## src/rtl/drft_pkg.sv

```systemverilog
// drft_pkg: shared types, codes and defaults for the dirty region frame tracker.
// No dependencies; used by rtl/dirty_region_frame_tracker.sv.
package drft_pkg;

  localparam int MAX_DEPTH_DEF  = 255;
  localparam int COORD_BITS_DEF = 12;

  localparam int CMD_W    = 2;
  localparam int IN_W     = 16;
  localparam int STATUS_W = 2;
  localparam int OUT_POS_W = 12;
  localparam int OUT_DIM_W = 13;
  localparam int DEPTH_W  = 8;
  localparam int CFG_IDX_W = 2;
  localparam int CFG_DATA_W = 13;
  localparam int SCR_W    = 13;

  localparam logic [SCR_W-1:0] SCREEN_W_RST = 13'd640;
  localparam logic [SCR_W-1:0] SCREEN_H_RST = 13'd480;

  typedef enum logic [CFG_IDX_W-1:0] {
    REG_MODE_VALID   = 2'd0,
    REG_BACKBUFFER   = 2'd1,
    REG_SCREEN_WIDTH = 2'd2,
    REG_SCREEN_HEIGHT = 2'd3
  } reg_idx_t;

  typedef enum logic [CMD_W-1:0] {
    CMD_BEGIN = 2'd0,
    CMD_MARK  = 2'd1,
    CMD_END   = 2'd2,
    CMD_FLIP  = 2'd3
  } cmd_t;

  typedef enum logic [STATUS_W-1:0] {
    ST_NONE      = 2'd0,
    ST_COPY      = 2'd1,
    ST_UNMATCHED = 2'd2,
    ST_FLIP_IGN  = 2'd3
  } status_t;

endpackage

```

## src/rtl/dirty_region_frame_tracker.sv

```systemverilog
// dirty_region_frame_tracker: frame nesting and dirty bounding box.
// Depends on rtl/drft_pkg.sv.
//
// channel  direction  handshake               payload
// in_      input      in_valid / in_stall     in_cmd, in_x_pos, in_y_pos, in_width_in, in_height_in
// out_     output     out_valid / out_stall   out_status, out_copy_*, out_open_depth
// cfg_     input      cfg_we                  cfg_index, cfg_wdata
//
// One item per cycle while out_stall is low; each item passes the input register, then
// the clip/merge logic into the result register, and leaves it while out_stall is low.
// Synchronous active-low reset restores register defaults and clears depth and box valid.
// out_stall holds a valid result register and, when the input register is also full,
// raises in_stall in the same cycle.
module dirty_region_frame_tracker #(
  parameter int MAX_DEPTH  = drft_pkg::MAX_DEPTH_DEF,
  parameter int COORD_BITS = drft_pkg::COORD_BITS_DEF
) (
  input  logic                            clk,
  input  logic                            rst_n,
  input  logic                            cfg_we,
  input  logic [drft_pkg::CFG_IDX_W-1:0]  cfg_index,
  input  logic [drft_pkg::CFG_DATA_W-1:0] cfg_wdata,
  input  logic                            in_valid,
  output logic                            in_stall,
  input  logic [drft_pkg::CMD_W-1:0]      in_cmd,
  input  logic [drft_pkg::IN_W-1:0]       in_x_pos,
  input  logic [drft_pkg::IN_W-1:0]       in_y_pos,
  input  logic [drft_pkg::IN_W-1:0]       in_width_in,
  input  logic [drft_pkg::IN_W-1:0]       in_height_in,
  output logic                            out_valid,
  input  logic                            out_stall,
  output logic [drft_pkg::STATUS_W-1:0]   out_status,
  output logic [drft_pkg::OUT_POS_W-1:0]  out_copy_x,
  output logic [drft_pkg::OUT_POS_W-1:0]  out_copy_y,
  output logic [drft_pkg::OUT_DIM_W-1:0]  out_copy_width,
  output logic [drft_pkg::OUT_DIM_W-1:0]  out_copy_height,
  output logic [drft_pkg::DEPTH_W-1:0]    out_open_depth
);

  // effective screen dimension is min(register, 2^COORD_BITS)
  localparam int SCR_W = drft_pkg::SCR_W;
  localparam int DIM_W = (COORD_BITS < SCR_W) ? COORD_BITS + 1 : SCR_W;
  localparam int POS_W = (COORD_BITS < SCR_W) ? COORD_BITS : SCR_W;
  localparam int LIM   = 1 << COORD_BITS;
  localparam int CMP_W = drft_pkg::IN_W + 1;
  localparam int DW    = drft_pkg::DEPTH_W;
  localparam logic [DW-1:0] DEPTH_CAP = (MAX_DEPTH < 255) ? DW'(MAX_DEPTH) : DW'(255);

  // configuration
  logic             mode_valid_r, backbuffer_r;
  logic [SCR_W-1:0] screen_w_r, screen_h_r;

  // tracker state
  logic [DW-1:0]    depth_r, depth_nxt;
  logic             box_valid_r, box_valid_nxt;
  logic [POS_W-1:0] box_left_r, box_left_nxt, box_top_r, box_top_nxt;
  logic [DIM_W-1:0] box_w_r, box_w_nxt, box_h_r, box_h_nxt;

  // input register
  logic                          s1_v_r;
  drft_pkg::cmd_t                s1_cmd_r;
  logic [drft_pkg::IN_W-1:0]     s1_x_r, s1_y_r, s1_w_r, s1_h_r;

  // result register
  logic                          out_v_r;
  drft_pkg::status_t             res_status_r, res_status_nxt;
  logic [drft_pkg::OUT_POS_W-1:0] res_x_r, res_x_nxt, res_y_r, res_y_nxt;
  logic [drft_pkg::OUT_DIM_W-1:0] res_w_r, res_w_nxt, res_h_r, res_h_nxt;
  logic [DW-1:0]                 res_depth_r;

  logic s1_go, in_accept;

  logic [DIM_W-1:0] sw_eff, sh_eff;
  logic             rect_ok, boxc_ok;
  logic [DIM_W-1:0] rect_cw, rect_ch, boxc_cw, boxc_ch;
  logic [POS_W-1:0] rx, ry, ml, mt;
  logic [DIM_W-1:0] mr, mb, orr, ob;

  function automatic logic clip_ok(input logic [drft_pkg::IN_W-1:0] x, y, w, h,
                                   input logic [DIM_W-1:0] sw, sh, input logic mode);
    return mode && (w != '0) && (h != '0) &&
           (CMP_W'(x) < CMP_W'(sw)) && (CMP_W'(y) < CMP_W'(sh));
  endfunction

  function automatic logic [DIM_W-1:0] clip_len(input logic [drft_pkg::IN_W-1:0] p, len,
                                                input logic [DIM_W-1:0] lim);
    logic [DIM_W-1:0] rem;
    rem = lim - DIM_W'(p);
    return (CMP_W'(len) > CMP_W'(rem)) ? rem : DIM_W'(len);
  endfunction

  assign sw_eff = (32'(screen_w_r) > LIM) ? DIM_W'(LIM) : DIM_W'(screen_w_r);
  assign sh_eff = (32'(screen_h_r) > LIM) ? DIM_W'(LIM) : DIM_W'(screen_h_r);

  assign s1_go     = s1_v_r && (!out_v_r || !out_stall);
  assign in_stall  = s1_v_r && !s1_go;
  assign in_accept = in_valid && !in_stall;

  // clip of the incoming rectangle
  assign rect_ok = clip_ok(s1_x_r, s1_y_r, s1_w_r, s1_h_r, sw_eff, sh_eff, mode_valid_r);
  assign rect_cw = clip_len(s1_x_r, s1_w_r, sw_eff);
  assign rect_ch = clip_len(s1_y_r, s1_h_r, sh_eff);
  assign rx      = POS_W'(s1_x_r);
  assign ry      = POS_W'(s1_y_r);

  // re-clip of the stored box for the outermost end
  assign boxc_ok = clip_ok(16'(box_left_r), 16'(box_top_r), 16'(box_w_r), 16'(box_h_r),
                           sw_eff, sh_eff, mode_valid_r);
  assign boxc_cw = clip_len(16'(box_left_r), 16'(box_w_r), sw_eff);
  assign boxc_ch = clip_len(16'(box_top_r), 16'(box_h_r), sh_eff);

  // union with the stored box
  assign ml  = (rx < box_left_r) ? rx : box_left_r;
  assign mt  = (ry < box_top_r) ? ry : box_top_r;
  assign mr  = DIM_W'(rx) + rect_cw;
  assign mb  = DIM_W'(ry) + rect_ch;
  assign orr = DIM_W'(box_left_r) + box_w_r;
  assign ob  = DIM_W'(box_top_r) + box_h_r;

  always_comb begin
    logic bv;
    depth_nxt      = depth_r;
    box_valid_nxt  = box_valid_r;
    box_left_nxt   = box_left_r;
    box_top_nxt    = box_top_r;
    box_w_nxt      = box_w_r;
    box_h_nxt      = box_h_r;
    res_status_nxt = drft_pkg::ST_NONE;
    res_x_nxt      = '0;
    res_y_nxt      = '0;
    res_w_nxt      = '0;
    res_h_nxt      = '0;
    bv             = box_valid_r;
    case (s1_cmd_r)
      drft_pkg::CMD_BEGIN, drft_pkg::CMD_MARK: begin
        if ((s1_cmd_r == drft_pkg::CMD_BEGIN) || (depth_r != '0)) begin
          if (s1_cmd_r == drft_pkg::CMD_BEGIN) begin
            if (depth_r == '0) begin
              bv = 1'b0;
            end
            if (depth_r < DEPTH_CAP) begin
              depth_nxt = depth_r + DW'(1);
            end
          end
          box_valid_nxt = bv;
          if (rect_ok) begin
            box_valid_nxt = 1'b1;
            if (!bv) begin
              box_left_nxt = rx;
              box_top_nxt  = ry;
              box_w_nxt    = rect_cw;
              box_h_nxt    = rect_ch;
            end else begin
              box_left_nxt = ml;
              box_top_nxt  = mt;
              box_w_nxt    = ((mr < orr) ? orr : mr) - DIM_W'(ml);
              box_h_nxt    = ((mb < ob) ? ob : mb) - DIM_W'(mt);
            end
          end
        end
      end
      drft_pkg::CMD_END: begin
        if (depth_r == '0) begin
          res_status_nxt = drft_pkg::ST_UNMATCHED;
        end else begin
          depth_nxt = depth_r - DW'(1);
          if ((depth_r == DW'(1)) && box_valid_r) begin
            box_valid_nxt = 1'b0;
            if (backbuffer_r && boxc_ok) begin
              res_status_nxt = drft_pkg::ST_COPY;
              res_x_nxt      = drft_pkg::OUT_POS_W'(box_left_r);
              res_y_nxt      = drft_pkg::OUT_POS_W'(box_top_r);
              res_w_nxt      = drft_pkg::OUT_DIM_W'(boxc_cw);
              res_h_nxt      = drft_pkg::OUT_DIM_W'(boxc_ch);
            end
          end
        end
      end
      drft_pkg::CMD_FLIP: begin
        if (depth_r != '0) begin
          res_status_nxt = drft_pkg::ST_FLIP_IGN;
        end else if (backbuffer_r && rect_ok) begin
          res_status_nxt = drft_pkg::ST_COPY;
          res_x_nxt      = drft_pkg::OUT_POS_W'(rx);
          res_y_nxt      = drft_pkg::OUT_POS_W'(ry);
          res_w_nxt      = drft_pkg::OUT_DIM_W'(rect_cw);
          res_h_nxt      = drft_pkg::OUT_DIM_W'(rect_ch);
        end
      end
      default: begin
        res_status_nxt = drft_pkg::ST_NONE;
      end
    endcase
  end

  // configuration registers
  always_ff @(posedge clk) begin
    if (!rst_n) begin
      mode_valid_r <= 1'b0;
      backbuffer_r <= 1'b0;
      screen_w_r   <= drft_pkg::SCREEN_W_RST;
      screen_h_r   <= drft_pkg::SCREEN_H_RST;
    end else if (cfg_we) begin
      case (drft_pkg::reg_idx_t'(cfg_index))
        drft_pkg::REG_MODE_VALID:    mode_valid_r <= cfg_wdata[0];
        drft_pkg::REG_BACKBUFFER:    backbuffer_r <= cfg_wdata[0];
        drft_pkg::REG_SCREEN_WIDTH:  screen_w_r   <= cfg_wdata;
        drft_pkg::REG_SCREEN_HEIGHT: screen_h_r   <= cfg_wdata;
        default: ;
      endcase
    end
  end

  // control state
  always_ff @(posedge clk) begin
    if (!rst_n) begin
      s1_v_r      <= 1'b0;
      out_v_r     <= 1'b0;
      depth_r     <= '0;
      box_valid_r <= 1'b0;
    end else begin
      if (in_accept) begin
        s1_v_r <= 1'b1;
      end else if (s1_go) begin
        s1_v_r <= 1'b0;
      end
      if (s1_go) begin
        out_v_r     <= 1'b1;
        depth_r     <= depth_nxt;
        box_valid_r <= box_valid_nxt;
      end else if (!out_stall) begin
        out_v_r <= 1'b0;
      end
    end
  end

  // payload registers
  always_ff @(posedge clk) begin
    if (in_accept) begin
      s1_cmd_r <= drft_pkg::cmd_t'(in_cmd);
      s1_x_r   <= in_x_pos;
      s1_y_r   <= in_y_pos;
      s1_w_r   <= in_width_in;
      s1_h_r   <= in_height_in;
    end
    if (s1_go) begin
      box_left_r   <= box_left_nxt;
      box_top_r    <= box_top_nxt;
      box_w_r      <= box_w_nxt;
      box_h_r      <= box_h_nxt;
      res_status_r <= res_status_nxt;
      res_x_r      <= res_x_nxt;
      res_y_r      <= res_y_nxt;
      res_w_r      <= res_w_nxt;
      res_h_r      <= res_h_nxt;
      res_depth_r  <= depth_nxt;
    end
  end

  assign out_valid       = out_v_r;
  assign out_status      = res_status_r;
  assign out_copy_x      = res_x_r;
  assign out_copy_y      = res_y_r;
  assign out_copy_width  = res_w_r;
  assign out_copy_height = res_h_r;
  assign out_open_depth  = res_depth_r;

  // an open box always sits inside an open frame
  a_box_needs_frame: assert property (@(posedge clk) disable iff (!rst_n)
    box_valid_r |-> (depth_r != '0))
    else $error("box valid with no frame open");

  // depth moves by at most one per item and stays at or under the cap
  a_depth_step: assert property (@(posedge clk) disable iff (!rst_n)
    s1_go |=> ((depth_r == $past(depth_r)) || (depth_r == $past(depth_r) + DW'(1)) ||
               (depth_r == $past(depth_r) - DW'(1))) && (depth_r <= DEPTH_CAP))
    else $error("depth step out of range");

  // a copy result carries a non-empty rectangle, any other result carries none
  a_copy_rect: assert property (@(posedge clk) disable iff (!rst_n)
    out_v_r |-> ((res_status_r == drft_pkg::ST_COPY) ? ((res_w_r != '0) && (res_h_r != '0))
                 : ((res_x_r == '0) && (res_y_r == '0) && (res_w_r == '0) && (res_h_r == '0))))
    else $error("copy rectangle inconsistent with status");

  // the outermost end always leaves the box cleared
  a_end_clears: assert property (@(posedge clk) disable iff (!rst_n)
    (s1_go && (s1_cmd_r == drft_pkg::CMD_END) && (depth_r == DW'(1))) |=> !box_valid_r)
    else $error("box survived outermost end");

endmodule
```

## config.mk

```make
export PLATFORM = sky130hd
export DESIGN_NAME = dirty_region_frame_tracker
export DESIGN_NICKNAME = d
export VERILOG_FILES = /design/src/rtl/drft_pkg.sv /design/src/rtl/dirty_region_frame_tracker.sv
export SDC_FILE = /design/constraint.sdc
export NUM_CORES = 1
export LEC_CHECK = 0
export BUFFER_PORTS_ARGS = -buffer_cell sky130_fd_sc_hd__buf_2
export CAP_MARGIN = 20
export CORE_UTILIZATION = 45
export DETAILED_ROUTE_END_ITERATION = 10
export HOLD_SLACK_MARGIN = 0.06
export PLACE_DENSITY = 0.72
export SLEW_MARGIN = 5
export SYNTH_ARGS = -nofsm -noshare
export SYNTH_HDL_FRONTEND = slang
export SYNTH_SLANG_ARGS = --single-unit
```

## constraint.sdc

```tcl
create_clock -name clk -period 17 [get_ports clk]
set_clock_uncertainty 0.05 [all_clocks]
set_input_delay 1.7 -clock clk [delete_from_list [all_inputs] [get_ports clk]]
set_output_delay 1.7 -clock clk [all_outputs]
set_load 0.03 [all_outputs]
```

Yosys cells after proc, flatten, opt, wreduce, memory -nomap -nowiden
Index checks and enable logic that the tools add are counted.

Bits in registers: 215. Input port bits: 86. Output and inout port bits: 62. Word-level logic and storage cells: 160.

Add/sub/neg operators: 12. Magnitude comparators: 15. Equality and inequality tests: 11. Muxes and demuxes: 62. Reduce and logical (&&, ||, !) cells: 37.

Operators by type and width (count): 13-bit two-way mux (20); 12-bit two-way mux (14); 12-bit by 13-bit adder with 13-bit output (4); 13-bit one-hot mux with 2 select lines (2); 13-bit by 12-bit subtractor with 13-bit output (4); 12-bit one-hot mux with 2 select lines (2); 16-bit by 13-bit > comparator with 1-bit output (2); 16-bit by 13-bit less-than comparator with 1-bit output (2); 8-bit two-way mux (4); 16-bit nonzero test (2); 13-bit > comparator (2); 13-bit > comparator (second input constant) (2); 12-bit by 13-bit less-than comparator with 1-bit output (2); 13-bit less-than comparator (2); 13-bit nonzero test (2); 13-bit subtractor (2); 12-bit less-than comparator (2); 8-bit one-hot mux with 2 select lines (1); 1-bit two-way mux (15); 1-bit logical AND (14); 8-bit by 1-bit adder with 8-bit output (second input constant) (1); 2-bit == test (second input constant) (4); 8-bit by 1-bit == test with 1-bit output (second input constant) (1); 8-bit logical NOT (1); other kinds (17) (30).

Depth between registers and ports, before layout
Gate-level depths: netlist (run 1).

Depth in word-level cells: 10. Gate-level depth with buffers: 54. Gate-level depth less buffers: 51.

Worst setup path before layout (run 1)
OpenSTA, ideal clock, no wires.

Path kind: reg2reg. Start: register screen_w_r[12]. End: register box_h_r[0] (enable). Setup time: 0.726 ns. Arrival: 10.001 ns. Data required time: 16.224 ns. Path slack: 6.223 ns. Stages on the path, launching flop included: 14. Buffers on the path: 1. Clock period less this slack: 10.777 ns. Cell sequence: dfxtp_1 inv_1 buf_1 nand2_1 inv_1 ha_1 nor2b_1 o21a_1 o21ai_0 a21oi_1 o31ai_1 a21o_1 nand2_1 a2111oi_0.

Word-level cells in the longest chain between the ends: 6.

RTL lines: start: declaration (RTL line dirty_region_frame_tracker.sv:51) `logic [SCR_W-1:0] screen_w_r, screen_h_r;`; start signal: assignment (RTL line dirty_region_frame_tracker.sv:201) `screen_w_r <= drft_pkg::SCREEN_W_RST;`; start signal: assignment (RTL line dirty_region_frame_tracker.sv:207) `drft_pkg::REG_SCREEN_WIDTH: screen_w_r <= cfg_wdata;`; 13-bit > comparator (RTL line dirty_region_frame_tracker.sv:92) `assign sw_eff = (32'(screen_w_r) > LIM) ? DIM_W'(LIM) : DIM_W'(screen_w_r);`; 13-bit two-way mux * (RTL line dirty_region_frame_tracker.sv:92); 16-bit by 13-bit less-than comparator with 1-bit output * (RTL line dirty_region_frame_tracker.sv:82) `(CMP_W'(x) < CMP_W'(sw)) && (CMP_W'(y) < CMP_W'(sh));`; 1-bit logical AND * (RTL line dirty_region_frame_tracker.sv:81) `return mode && (w != '0) && (h != '0) &&`; 1-bit logical AND * (RTL line dirty_region_frame_tracker.sv:82); 4-bit AND reduction (no source line) *; end signal: assignment (RTL line dirty_region_frame_tracker.sv:250) `box_h_r <= box_h_nxt;`; end: declaration (RTL line dirty_region_frame_tracker.sv:57) `logic [DIM_W-1:0] box_w_r, box_w_nxt, box_h_r, box_h_nxt;`.

Mark *: on every way between the ends. The rest lies on a longest branch, timed or not. A chain may end at the register's enable or synchronous reset.

Worst setup path after layout (run 1)
Start: register screen_h_r[12]. End: register box_h_r[12] (data pin).

Word-level cells in the longest chain between the ends: 10.

RTL lines: start: declaration (RTL line dirty_region_frame_tracker.sv:51); start signal: assignment (RTL line dirty_region_frame_tracker.sv:202) `screen_h_r <= drft_pkg::SCREEN_H_RST;`; start signal: assignment (RTL line dirty_region_frame_tracker.sv:208) `drft_pkg::REG_SCREEN_HEIGHT: screen_h_r <= cfg_wdata;`; 13-bit > comparator (RTL line dirty_region_frame_tracker.sv:93) `assign sh_eff = (32'(screen_h_r) > LIM) ? DIM_W'(LIM) : DIM_W'(screen_h_r);`; 13-bit two-way mux * (RTL line dirty_region_frame_tracker.sv:93); 13-bit subtractor * (RTL line dirty_region_frame_tracker.sv:88) `rem = lim - DIM_W'(p);`; 16-bit by 13-bit > comparator with 1-bit output (RTL line dirty_region_frame_tracker.sv:89) `return (CMP_W'(len) > CMP_W'(rem)) ? rem : DIM_W'(len);`; 13-bit two-way mux * (RTL line dirty_region_frame_tracker.sv:89); 12-bit by 13-bit adder with 13-bit output (RTL line dirty_region_frame_tracker.sv:116) `assign mb = DIM_W'(ry) + rect_ch;`; 13-bit less-than comparator (RTL line dirty_region_frame_tracker.sv:157) `box_h_nxt = ((mb < ob) ? ob : mb) - DIM_W'(mt);`; 13-bit two-way mux (RTL line dirty_region_frame_tracker.sv:157); 13-bit by 12-bit subtractor with 13-bit output (RTL line dirty_region_frame_tracker.sv:157); 13-bit two-way mux * (RTL line dirty_region_frame_tracker.sv:148) `if (!bv) begin`.

Marked as above.

==> metrics.sh, run 1 <==
SLOWEST_STAGE='sky130_fd_sc_hd__o21ba_2'
LAYOUT_MIN_CYCLE_TIME_PS=11890
POST_SYNTH_MAIN_AREA_CONTRIBUTORS='sky130_fd_sc_hd__edfxtp_1 (30%), sky130_fd_sc_hd__ha_1 (18%), sky130_fd_sc_hd__dfxtp_1 (4.4%)'
P_LEAK_nW=8.92
FP.DIEH_UM=200
WORST_IR_DROP_VDD_mV=0.0788
POST_SYNTHESIS_INSTANCE_TOTAL=1909
DRT_PASS1_ITERATIONS=6
VIAS_PER_CELL=5.97
SYNTH-WARNING-COUNT=0
UPPER_CLOCK_FREQUENCY_LIMIT_MHz=84.1
SYNTH_ENABLE_FLOP_CELLS=176
FINISH.NET_COUNT=2389
DISTINCT_CELL_TYPE_COUNT_AFTER_SYNTHESIS=65
GRT_USAGE_PCT=27.1
CLK_TRANSITION_REPORTED_PATHS_PS=70
SETUP-TNS-FINAL_PS=0
GRT_START_MAX_NET_PINS=67
DETAIL-ROUTE-ANTENNA-NETS=0
CRITICALPATHCATEGORY='reg2reg'
CLOCK-SINKS=215
R2R_SETUP_SLACK_PS=5110
SYN-NUM-NETS=2254
WORST_SKEW_PAIR.LATE_LATENCY_PS=560
CTS_HOLD_REPAIR.BUFFERS=0
POST_CTS.RESIZED_INSTANCES=0
SYNTH.YOSYS.SEQ_AREA_SHARE_PCT=34.4
DRT_DRC_VIOLATIONS_LEFT=0
COUNT_OF_MAXIMUM_CAPACITANCE_VIOLATIONS=0
POWER.NET_SWITCHING_mW=0.712
GRT_PASS1_VIAS=14900
STD_CELL_ROWS=72
WIRE_PER_INST_UM=21.0
DIE-AREA_UM2=40000
CRIT_REQUIRED_PS=17250
POST-ROUTE-UTIL_PCT=51.5
TOTAL_POWER_mW=2.00
NUMPORTBUFFERS=147
POWER.DENSITY_CELL_AREA_nW_PER_UM2=101
CORE_AREA_UM2=38600
PLACED_CELLS=2535
CRITPATHTOPFAMILY='compound AO/OA/AOI/OAI gates'
POST-DP-HPWL_UM=43100
CP.ARRIVAL_PS=12150
FINAL_LAYOUT_SIZE_SUFFIX_GT1_SHARE_PCT=11.0
CTS_MAX_PATH_BUFFERS=3
GP_ROUTABILITY_CONGESTION=0.989
P_COMB_SHARE_PCT=39.6
FINALMAXSLEWVIOLATIONS=0
CTS_TREE='built'
OUTCOME='completed'
CRITICAL-PATH-MAX-STAGE-DELAY_PS=480
GRT_PASS1_WL_UM=82900
POST-SYNTH-TOP-AREA-CELL='sky130_fd_sc_hd__edfxtp_1'
DETAIL_ROUTE.ITER0.VIOLATIONS=1590
SYNTH-MAIN-FF-CELL='sky130_fd_sc_hd__edfxtp_1'
POST_CTS_SETUP_DRIVEN_BUFFER_INSERTION_COUNT=0
P_SEQ_SHARE_PCT=30.6
WORST-SLEW-PIN-TRANSITION_PS=1080
SLEW_HEADROOM_PCT=27.9
WORST_SETUP_PATH_START_KIND='flop'
DRT-TOTAL-WL_UM=54300
CRITICAL_PATH.MAX_FANOUT=15
ROOT_BUFFER_CELL='sky130_fd_sc_hd__clkbuf_16'
POST-ROUTE-PERIOD-UTIL_PCT=70.0
AREA_GROWTH_PCT=12.7
RSZ_0062_RAISED_AFTER_GLOBAL_ROUTING='false'
HOLD_SLACK_FINAL_PS=405
INITIAL_UTILIZATION_PCT=45.6
FINALHOLDVIOLCOUNT=0
MOST-COMMON-LAYOUT-CELLS='sky130_fd_sc_hd__ha_1 (249), sky130_fd_sc_hd__inv_1 (185), sky130_fd_sc_hd__edfxtp_1 (176)'
WORSTHOLDPATHTYPE='reg2reg'
CTS_BUFFERS=25
FILL_CELLS=3534
MAPPEDNETLISTAREA_UM2=17600
SWSHARE_PCT=35.6
FP.DIEW_UM=200
SYN_AVG_CELL_AREA_UM2=9.24
VIAS_POST_DR=15400
FINAL-SETUP-VIOL-COUNT=0
FLIP_FLOP_AND_LATCH_COUNT_AFTER_SYNTHESIS=215
FINAL_COMMON_CELL='sky130_fd_sc_hd__ha_1'
FINAL_CELLS=2581
TIMING.CRITICAL_PATH.TO_TYPE='flop'
FLOORPLAN.IO_PINS=148
CRITICAL_PATH.N_BUFFERS_INVERTERS=5
CRITICAL_PATH.MOST_COMMON_CELL='sky130_fd_sc_hd__a21oi_1'
PWR-SHARE-CLK_PCT=29.8
SYNTH_TOP_AREA_SHARE_PCT=30.0
SYNTHARSTFLOPSHARE_PCT=0
CTS_MAX_LEVEL=1
INTPOWER_mW=1.29
ANTENNA_FOUND_INITIAL=2
GR-TOTAL-OVERFLOW=0
[metal layers]
layer  track usage, %  wire, µm
met3             5.09      5940
met4             11.8      2440
met5                0        12
met2             40.4     22400
met1             38.1     23500
[metrics by stage]
step	cell area [µm²]	setup slack [ps]
floorplan	17600	6220
global placement	19000	5640
detailed placement	19000	5340
CTS	19900	5280
global route	19900	4200
finish	19900	5110
[sequential cells by signal, summed over array words and instances (netlist names), 2 cells and up]
| name | cells |
|---|---|
| box_top_r | 12 |
| box_w_r | 13 |
| s1_h_r | 16 |
| out_copy_height | 13 |
| s1_w_r | 16 |
| out_status | 2 |
| out_open_depth | 8 |
| out_copy_width | 13 |
| s1_y_r | 16 |
| s1_cmd_r | 2 |
| depth_r | 8 |
| out_copy_x | 12 |
| screen_h_r | 13 |
| out_copy_y | 12 |
| screen_w_r | 13 |
| box_h_r | 13 |
| box_left_r | 12 |
| s1_x_r | 16 |
[worst paths after layout]
path                   endpoint           start  depth (start not counted)
setup / recovery    box_h_r[12]  screen_h_r[12]                         48
setup reg to reg    box_h_r[12]  screen_h_r[12]                         48
hold reg to reg   screen_w_r[8]   screen_w_r[8]                          2
hold / removal    screen_w_r[8]   screen_w_r[8]                          2
[synth_stat cells (39+ instances only)]
library cell / number
sky130_fd_sc_hd__nand2_1: 148
sky130_fd_sc_hd__nor2_1: 135
sky130_fd_sc_hd__ha_1: 249
sky130_fd_sc_hd__dfxtp_1: 39
sky130_fd_sc_hd__a21o_1: 49
sky130_fd_sc_hd__xnor2_1: 65
sky130_fd_sc_hd__mux2i_1: 74
sky130_fd_sc_hd__nor3_1: 53
sky130_fd_sc_hd__edfxtp_1: 176
sky130_fd_sc_hd__clkbuf_1: 40
sky130_fd_sc_hd__xor2_1: 40
sky130_fd_sc_hd__a21oi_1: 154
sky130_fd_sc_hd__o21ai_0: 97
sky130_fd_sc_hd__inv_1: 186
[power groups by stage]
stage | clock network [mW] | registers, mW | logic, mW
5_1_grt | 0.624 | 0.614 | 0.875
4_1_cts | 0.607 | 0.612 | 0.777
2_1_floorplan | 0 | 0.628 | 0.580
6_report | 0.597 | 0.613 | 0.793
3_5_place_dp | 0 | 0.624 | 0.769
3_3_place_gp | 0 | 0.623 | 0.750
[cell families after synthesis]
| group | Yosys count | share of synthesized area (%) |
|---|---|---|
| multiplexers | 85 | 4.92 |
| XOR/XNOR | 105 | 5.21 |
| flip-flops | 215 | 34.4 |
| adder cells (fa/ha/maj) | 259 | 18.8 |
| buffers and inverters | 239 | 5.16 |
| AO/OA/AOI/OAI | 502 | 18.1 |
| AND/OR/NAND/NOR | 504 | 13.4 |
[layout make-up]
cell class	count	area (µm²)	area share (%)
tap	518	648	3.26
timing repair buffer	161	841	4.23
inverter	186	698	3.51
clock inverter	12	174	0.875
multi-input combinational	1455	10700	53.9
clock buffer	33	737	3.71
antenna	1	2.50	0.0126
sequential	215	6070	30.5
[worst reg2reg max path, delay by kind of cell (launching register included)]
kind                       cells  cell delay [ps]
AOI/OAI and AO/OA             23             5940
xor gates and xnor gates       3              480
adders and majority gates      8             2470
buffers and inverters          5              510
DFF                            1              350
muxes                          1              230
and+or+nand+nor                8             1630
Note: power is estimated with default switching activity, not from simulation.
==> inputs of run 2 (changes only) <==
Settings changed: ABC_AREA from default to 1.
Clock period 17 ns to 12.46 ns, I/O delays scaled along.
==> metrics.sh, run 2 <==
COUNT_OF_MAXIMUM_CAPACITANCE_VIOLATIONS=0  # unchanged
DIE-AREA_UM2=41000  # +2.5%
GRT_USAGE_PCT=27.8  # +0.67 points
CTS_HOLD_REPAIR.BUFFERS=0  # unchanged
FILL_CELLS=3779  # +6.9%
WORST-SLEW-PIN-TRANSITION_PS=1030  # -52.3 ps
AREA_GROWTH_PCT=12.3
GRT_PASS1_VIAS=16100  # +8.1%
STD_CELL_ROWS=73  # +1.4%
FP.DIEH_UM=202  # +1.2%
VIAS_POST_DR=16900  # +9.5%
WORST_HOLD_PATH.ENDPOINT='screen_h_r[10]'
TIMING.CRITICAL_PATH.TO_TYPE='flop'
SYNTH-WARNING-COUNT=0  # unchanged
WORSTHOLDPATHTYPE='reg2reg'
DISTINCT_CELL_TYPE_COUNT_AFTER_SYNTHESIS=51  # -22%
POST_CTS.RESIZED_INSTANCES=0  # unchanged
OUTCOME='completed'
SYNTH_COMMON_CELLS='sky130_fd_sc_hd__nand2_1 (524), sky130_fd_sc_hd__ha_1 (249), sky130_fd_sc_hd__inv_1 (249)'
LAYOUT_MIN_CYCLE_TIME_PS=9960  # -1930 ps
MET1_WIRELENGTH_UM=25900  # +10%
DRT_PASS1_ITERATIONS=6  # unchanged
CTS_MAX_PATH_BUFFERS=3  # unchanged
CRITICAL_PATH.MOST_COMMON_CELL='sky130_fd_sc_hd__nand2_1'
FINAL_LAYOUT_SIZE_SUFFIX_GT1_SHARE_PCT=11.5  # +0.47 points
CTS_MAX_LEVEL=1  # unchanged
DETAIL_ROUTE.ITER0.VIOLATIONS=1633  # +2.7%
SYN_AVG_CELL_AREA_UM2=8.00  # -13%
SETUP-TNS-FINAL_PS=0  # unchanged
MET2_WIRELENGTH_UM=23800  # +6.3%
FLIP_FLOP_AND_LATCH_COUNT_AFTER_SYNTHESIS=215  # unchanged
POST-DP-HPWL_UM=46400  # +7.6%
FINAL-SETUP-VIOL-COUNT=0  # unchanged
POSTPLACECELLAREA_UM2=19300  # +1.8%
FP.DIEW_UM=202  # +1.2%
FINAL_CELLS=2950  # +14%
NUMPORTBUFFERS=147  # unchanged
ANTENNA_FOUND_INITIAL=3  # +1
WORST_SKEW_PAIR.LATE_LATENCY_PS=580  # +20 ps
POWER.DENSITY_CELL_AREA_nW_PER_UM2=145  # +44%
CLK_TRANSITION_REPORTED_PATHS_PS=60  # about the same
SYNTH.YOSYS.SEQ_AREA_SHARE_PCT=33.5  # -0.84 points
FINAL_CELL_AREA_UM2=20300  # +2.1%
SYNTH_ENABLE_FLOP_CELLS=176  # unchanged
ROOT_BUFFER_CELL='sky130_fd_sc_hd__clkbuf_16'
POST-ROUTE-UTIL_PCT=51.2  # -0.24 points
WORST_IR_DROP_VDD_mV=0.114  # +45%
DRT_DRC_VIOLATIONS_LEFT=0  # unchanged
DETAIL-ROUTE-ANTENNA-NETS=0  # unchanged
CP.ARRIVAL_PS=10220  # -1930 ps
CRITICALPATHCATEGORY='reg2reg'
INITIAL_UTILIZATION_PCT=45.6  # about the same
WORST_SETUP_PATH_START_KIND='flop'
REGTOREGSTARTPOINT='screen_w_r[0]'
CRITICAL-PATH-MAX-STAGE-DELAY_PS=730  # +250 ps
HOLD_START='screen_h_r[10]'
HOLD-PATH-CELL-COUNT=2  # unchanged
GP_ROUTABILITY_CONGESTION=1.07  # +8.0%
CRIT_REQUIRED_PS=12720  # -4530 ps
CORE_AREA_UM2=39600  # +2.6%
CLOCK-SINKS=215  # unchanged
VIAS_PER_CELL=5.72  # -4.2%
TIMING.REG2REG.WORST_PATH_DEPTH=51  # +6.3%
RSZ_0062_RAISED_AFTER_GLOBAL_ROUTING='false'
SYNTH_TOP_AREA_SHARE_PCT=29.2  # -0.73 points
CTS_TREE='built'
CTS_BUFFERS=28  # +12%
PLACED_CELLS=2895  # +14%
SYNTH-MAIN-FF-CELL='sky130_fd_sc_hd__edfxtp_1'
TOTAL_POWER_mW=2.95  # +47%
SLEW_HEADROOM_PCT=31.5  # +3.6 points
GRT_PASS1_WL_UM=88200  # +6.4%
GR-TOTAL-OVERFLOW=0  # unchanged
MAPPEDNETLISTAREA_UM2=18100  # +2.5%
R2R_SETUP_SLACK_PS=2500  # -2610 ps
SLOWEST_STAGE='sky130_fd_sc_hd__o21ai_0'
FINALHOLDVIOLCOUNT=0  # unchanged
SYNTHARSTFLOPSHARE_PCT=0  # unchanged
FINALMAXSLEWVIOLATIONS=0  # unchanged
P_LEAK_nW=9.37  # +5.0%
WIRE_PER_INST_UM=19.6  # -6.9%
WL_MET3_UM=6830  # +15%
CRITICAL_PATH.MAX_FANOUT=27  # +12
POST-ROUTE-PERIOD-UTIL_PCT=80.0  # +10 points
POST_CTS_SETUP_DRIVEN_BUFFER_INSERTION_COUNT=0  # unchanged
FLOORPLAN.IO_PINS=148  # unchanged
CRITICAL_PATH.REG2REG.ENDPOINT='box_w_r[10]'
DRT-TOTAL-WL_UM=57800  # +6.4%
FINISH.NET_COUNT=2745  # +15%
POST_SYNTH_MAIN_AREA_CONTRIBUTORS='sky130_fd_sc_hd__edfxtp_1 (29%), sky130_fd_sc_hd__ha_1 (17%), sky130_fd_sc_hd__nand2_1 (11%)'
GRT_START_MAX_NET_PINS=67  # unchanged
MOST-COMMON-LAYOUT-CELLS='sky130_fd_sc_hd__nand2_1 (524), sky130_fd_sc_hd__ha_1 (249), sky130_fd_sc_hd__inv_1 (248)'
YOSYSMOSTFREQUENTCELL='sky130_fd_sc_hd__nand2_1'
TOP_LAYER_USED='met5'
SYN-NUM-NETS=2604  # +16%
FINAL_COMMON_CELL='sky130_fd_sc_hd__nand2_1'
UPPER_CLOCK_FREQUENCY_LIMIT_MHz=100  # +19%
POST-SYNTH-TOP-AREA-CELL='sky130_fd_sc_hd__edfxtp_1'
POST_SYNTHESIS_INSTANCE_TOTAL=2259  # +18%
[run 2: cell count changes in the layout (fill, tap and decap cells not counted), sizes merged, moves of 31 or more]
cell and change:
nand2 +385, o21ai +153, nor2b -32, nor3 -34
o22ai -31, a21o -41, nand3 +105, inv +77
a21oi +37, mux2i -74
[run 2: kinds of logic after synthesis]
group           synth area share (%)
xor+xnor                        5.09
fa+ha+maj                       18.3
simple gates                    20.1
buf+inv                         6.84
flops                           33.5
compound gates                  16.0
[run 2: area by class of cell]
cell class | count | area, µm² | area share, %
Antenna cell | 3 | 7.51 | 0.0370
Clock buffer | 36 | 835 | 4.11
Clock inverter | 16 | 146 | 0.721
Inverter | 263 | 987 | 4.86
Multi-Input combinational cell | 1735 | 10800 | 53.2
Sequential cell | 215 | 6070 | 29.9
Tap cell | 525 | 657 | 3.24
Timing Repair Buffer | 157 | 811 | 3.99
[run 2: metal layers]
metal / global-route usage (%) / vias up
met2: 40.9 / 808
met5: 0 / -
li1: - / 8094
met4: 7.20 / 6
met3: 7.03 / 90
met1: 40.2 / 7874
[run 2: worst max path at each step]
stage	end	startpoint	cells past startpoint
after detailed placement	box_w_r[10]	screen_w_r[0]	51
after global placement	box_w_r[10]	screen_w_r[0]	51
after CTS	box_w_r[10]	screen_w_r[0]	51
final	box_w_r[10]	screen_w_r[0]	51
after floorplan	box_h_r[0]	out_stall	6
after global routing	box_w_r[10]	screen_w_r[0]	51
[run 2: power by group]
group / switching [mW] / internal, mW
clock network: 0.341 / 0.515
logic: 0.810 / 0.436
registers: 0.0270 / 0.818
total: 1.18 / 1.77
[run 2: stage by stage]
step,setup WS [ps],hold WS (ps)
after floorplan,2170,394
after global placement,2740,409
after detailed placement,2680,422
after CTS,2560,431
after global routing,1740,451
final,2500,433
[run 2: critical path, delay by kind of cell, from the launching register on]
kind                     cells  cell delay, ps
AND/OR/NAND/NOR             25            3900
AO/OA/AOI/OAI                9            2120
adder cells (fa/ha/maj)      7            2040
buffers and inverters        7             790
XOR/XNOR                     3             480
flip-flops                   1             310
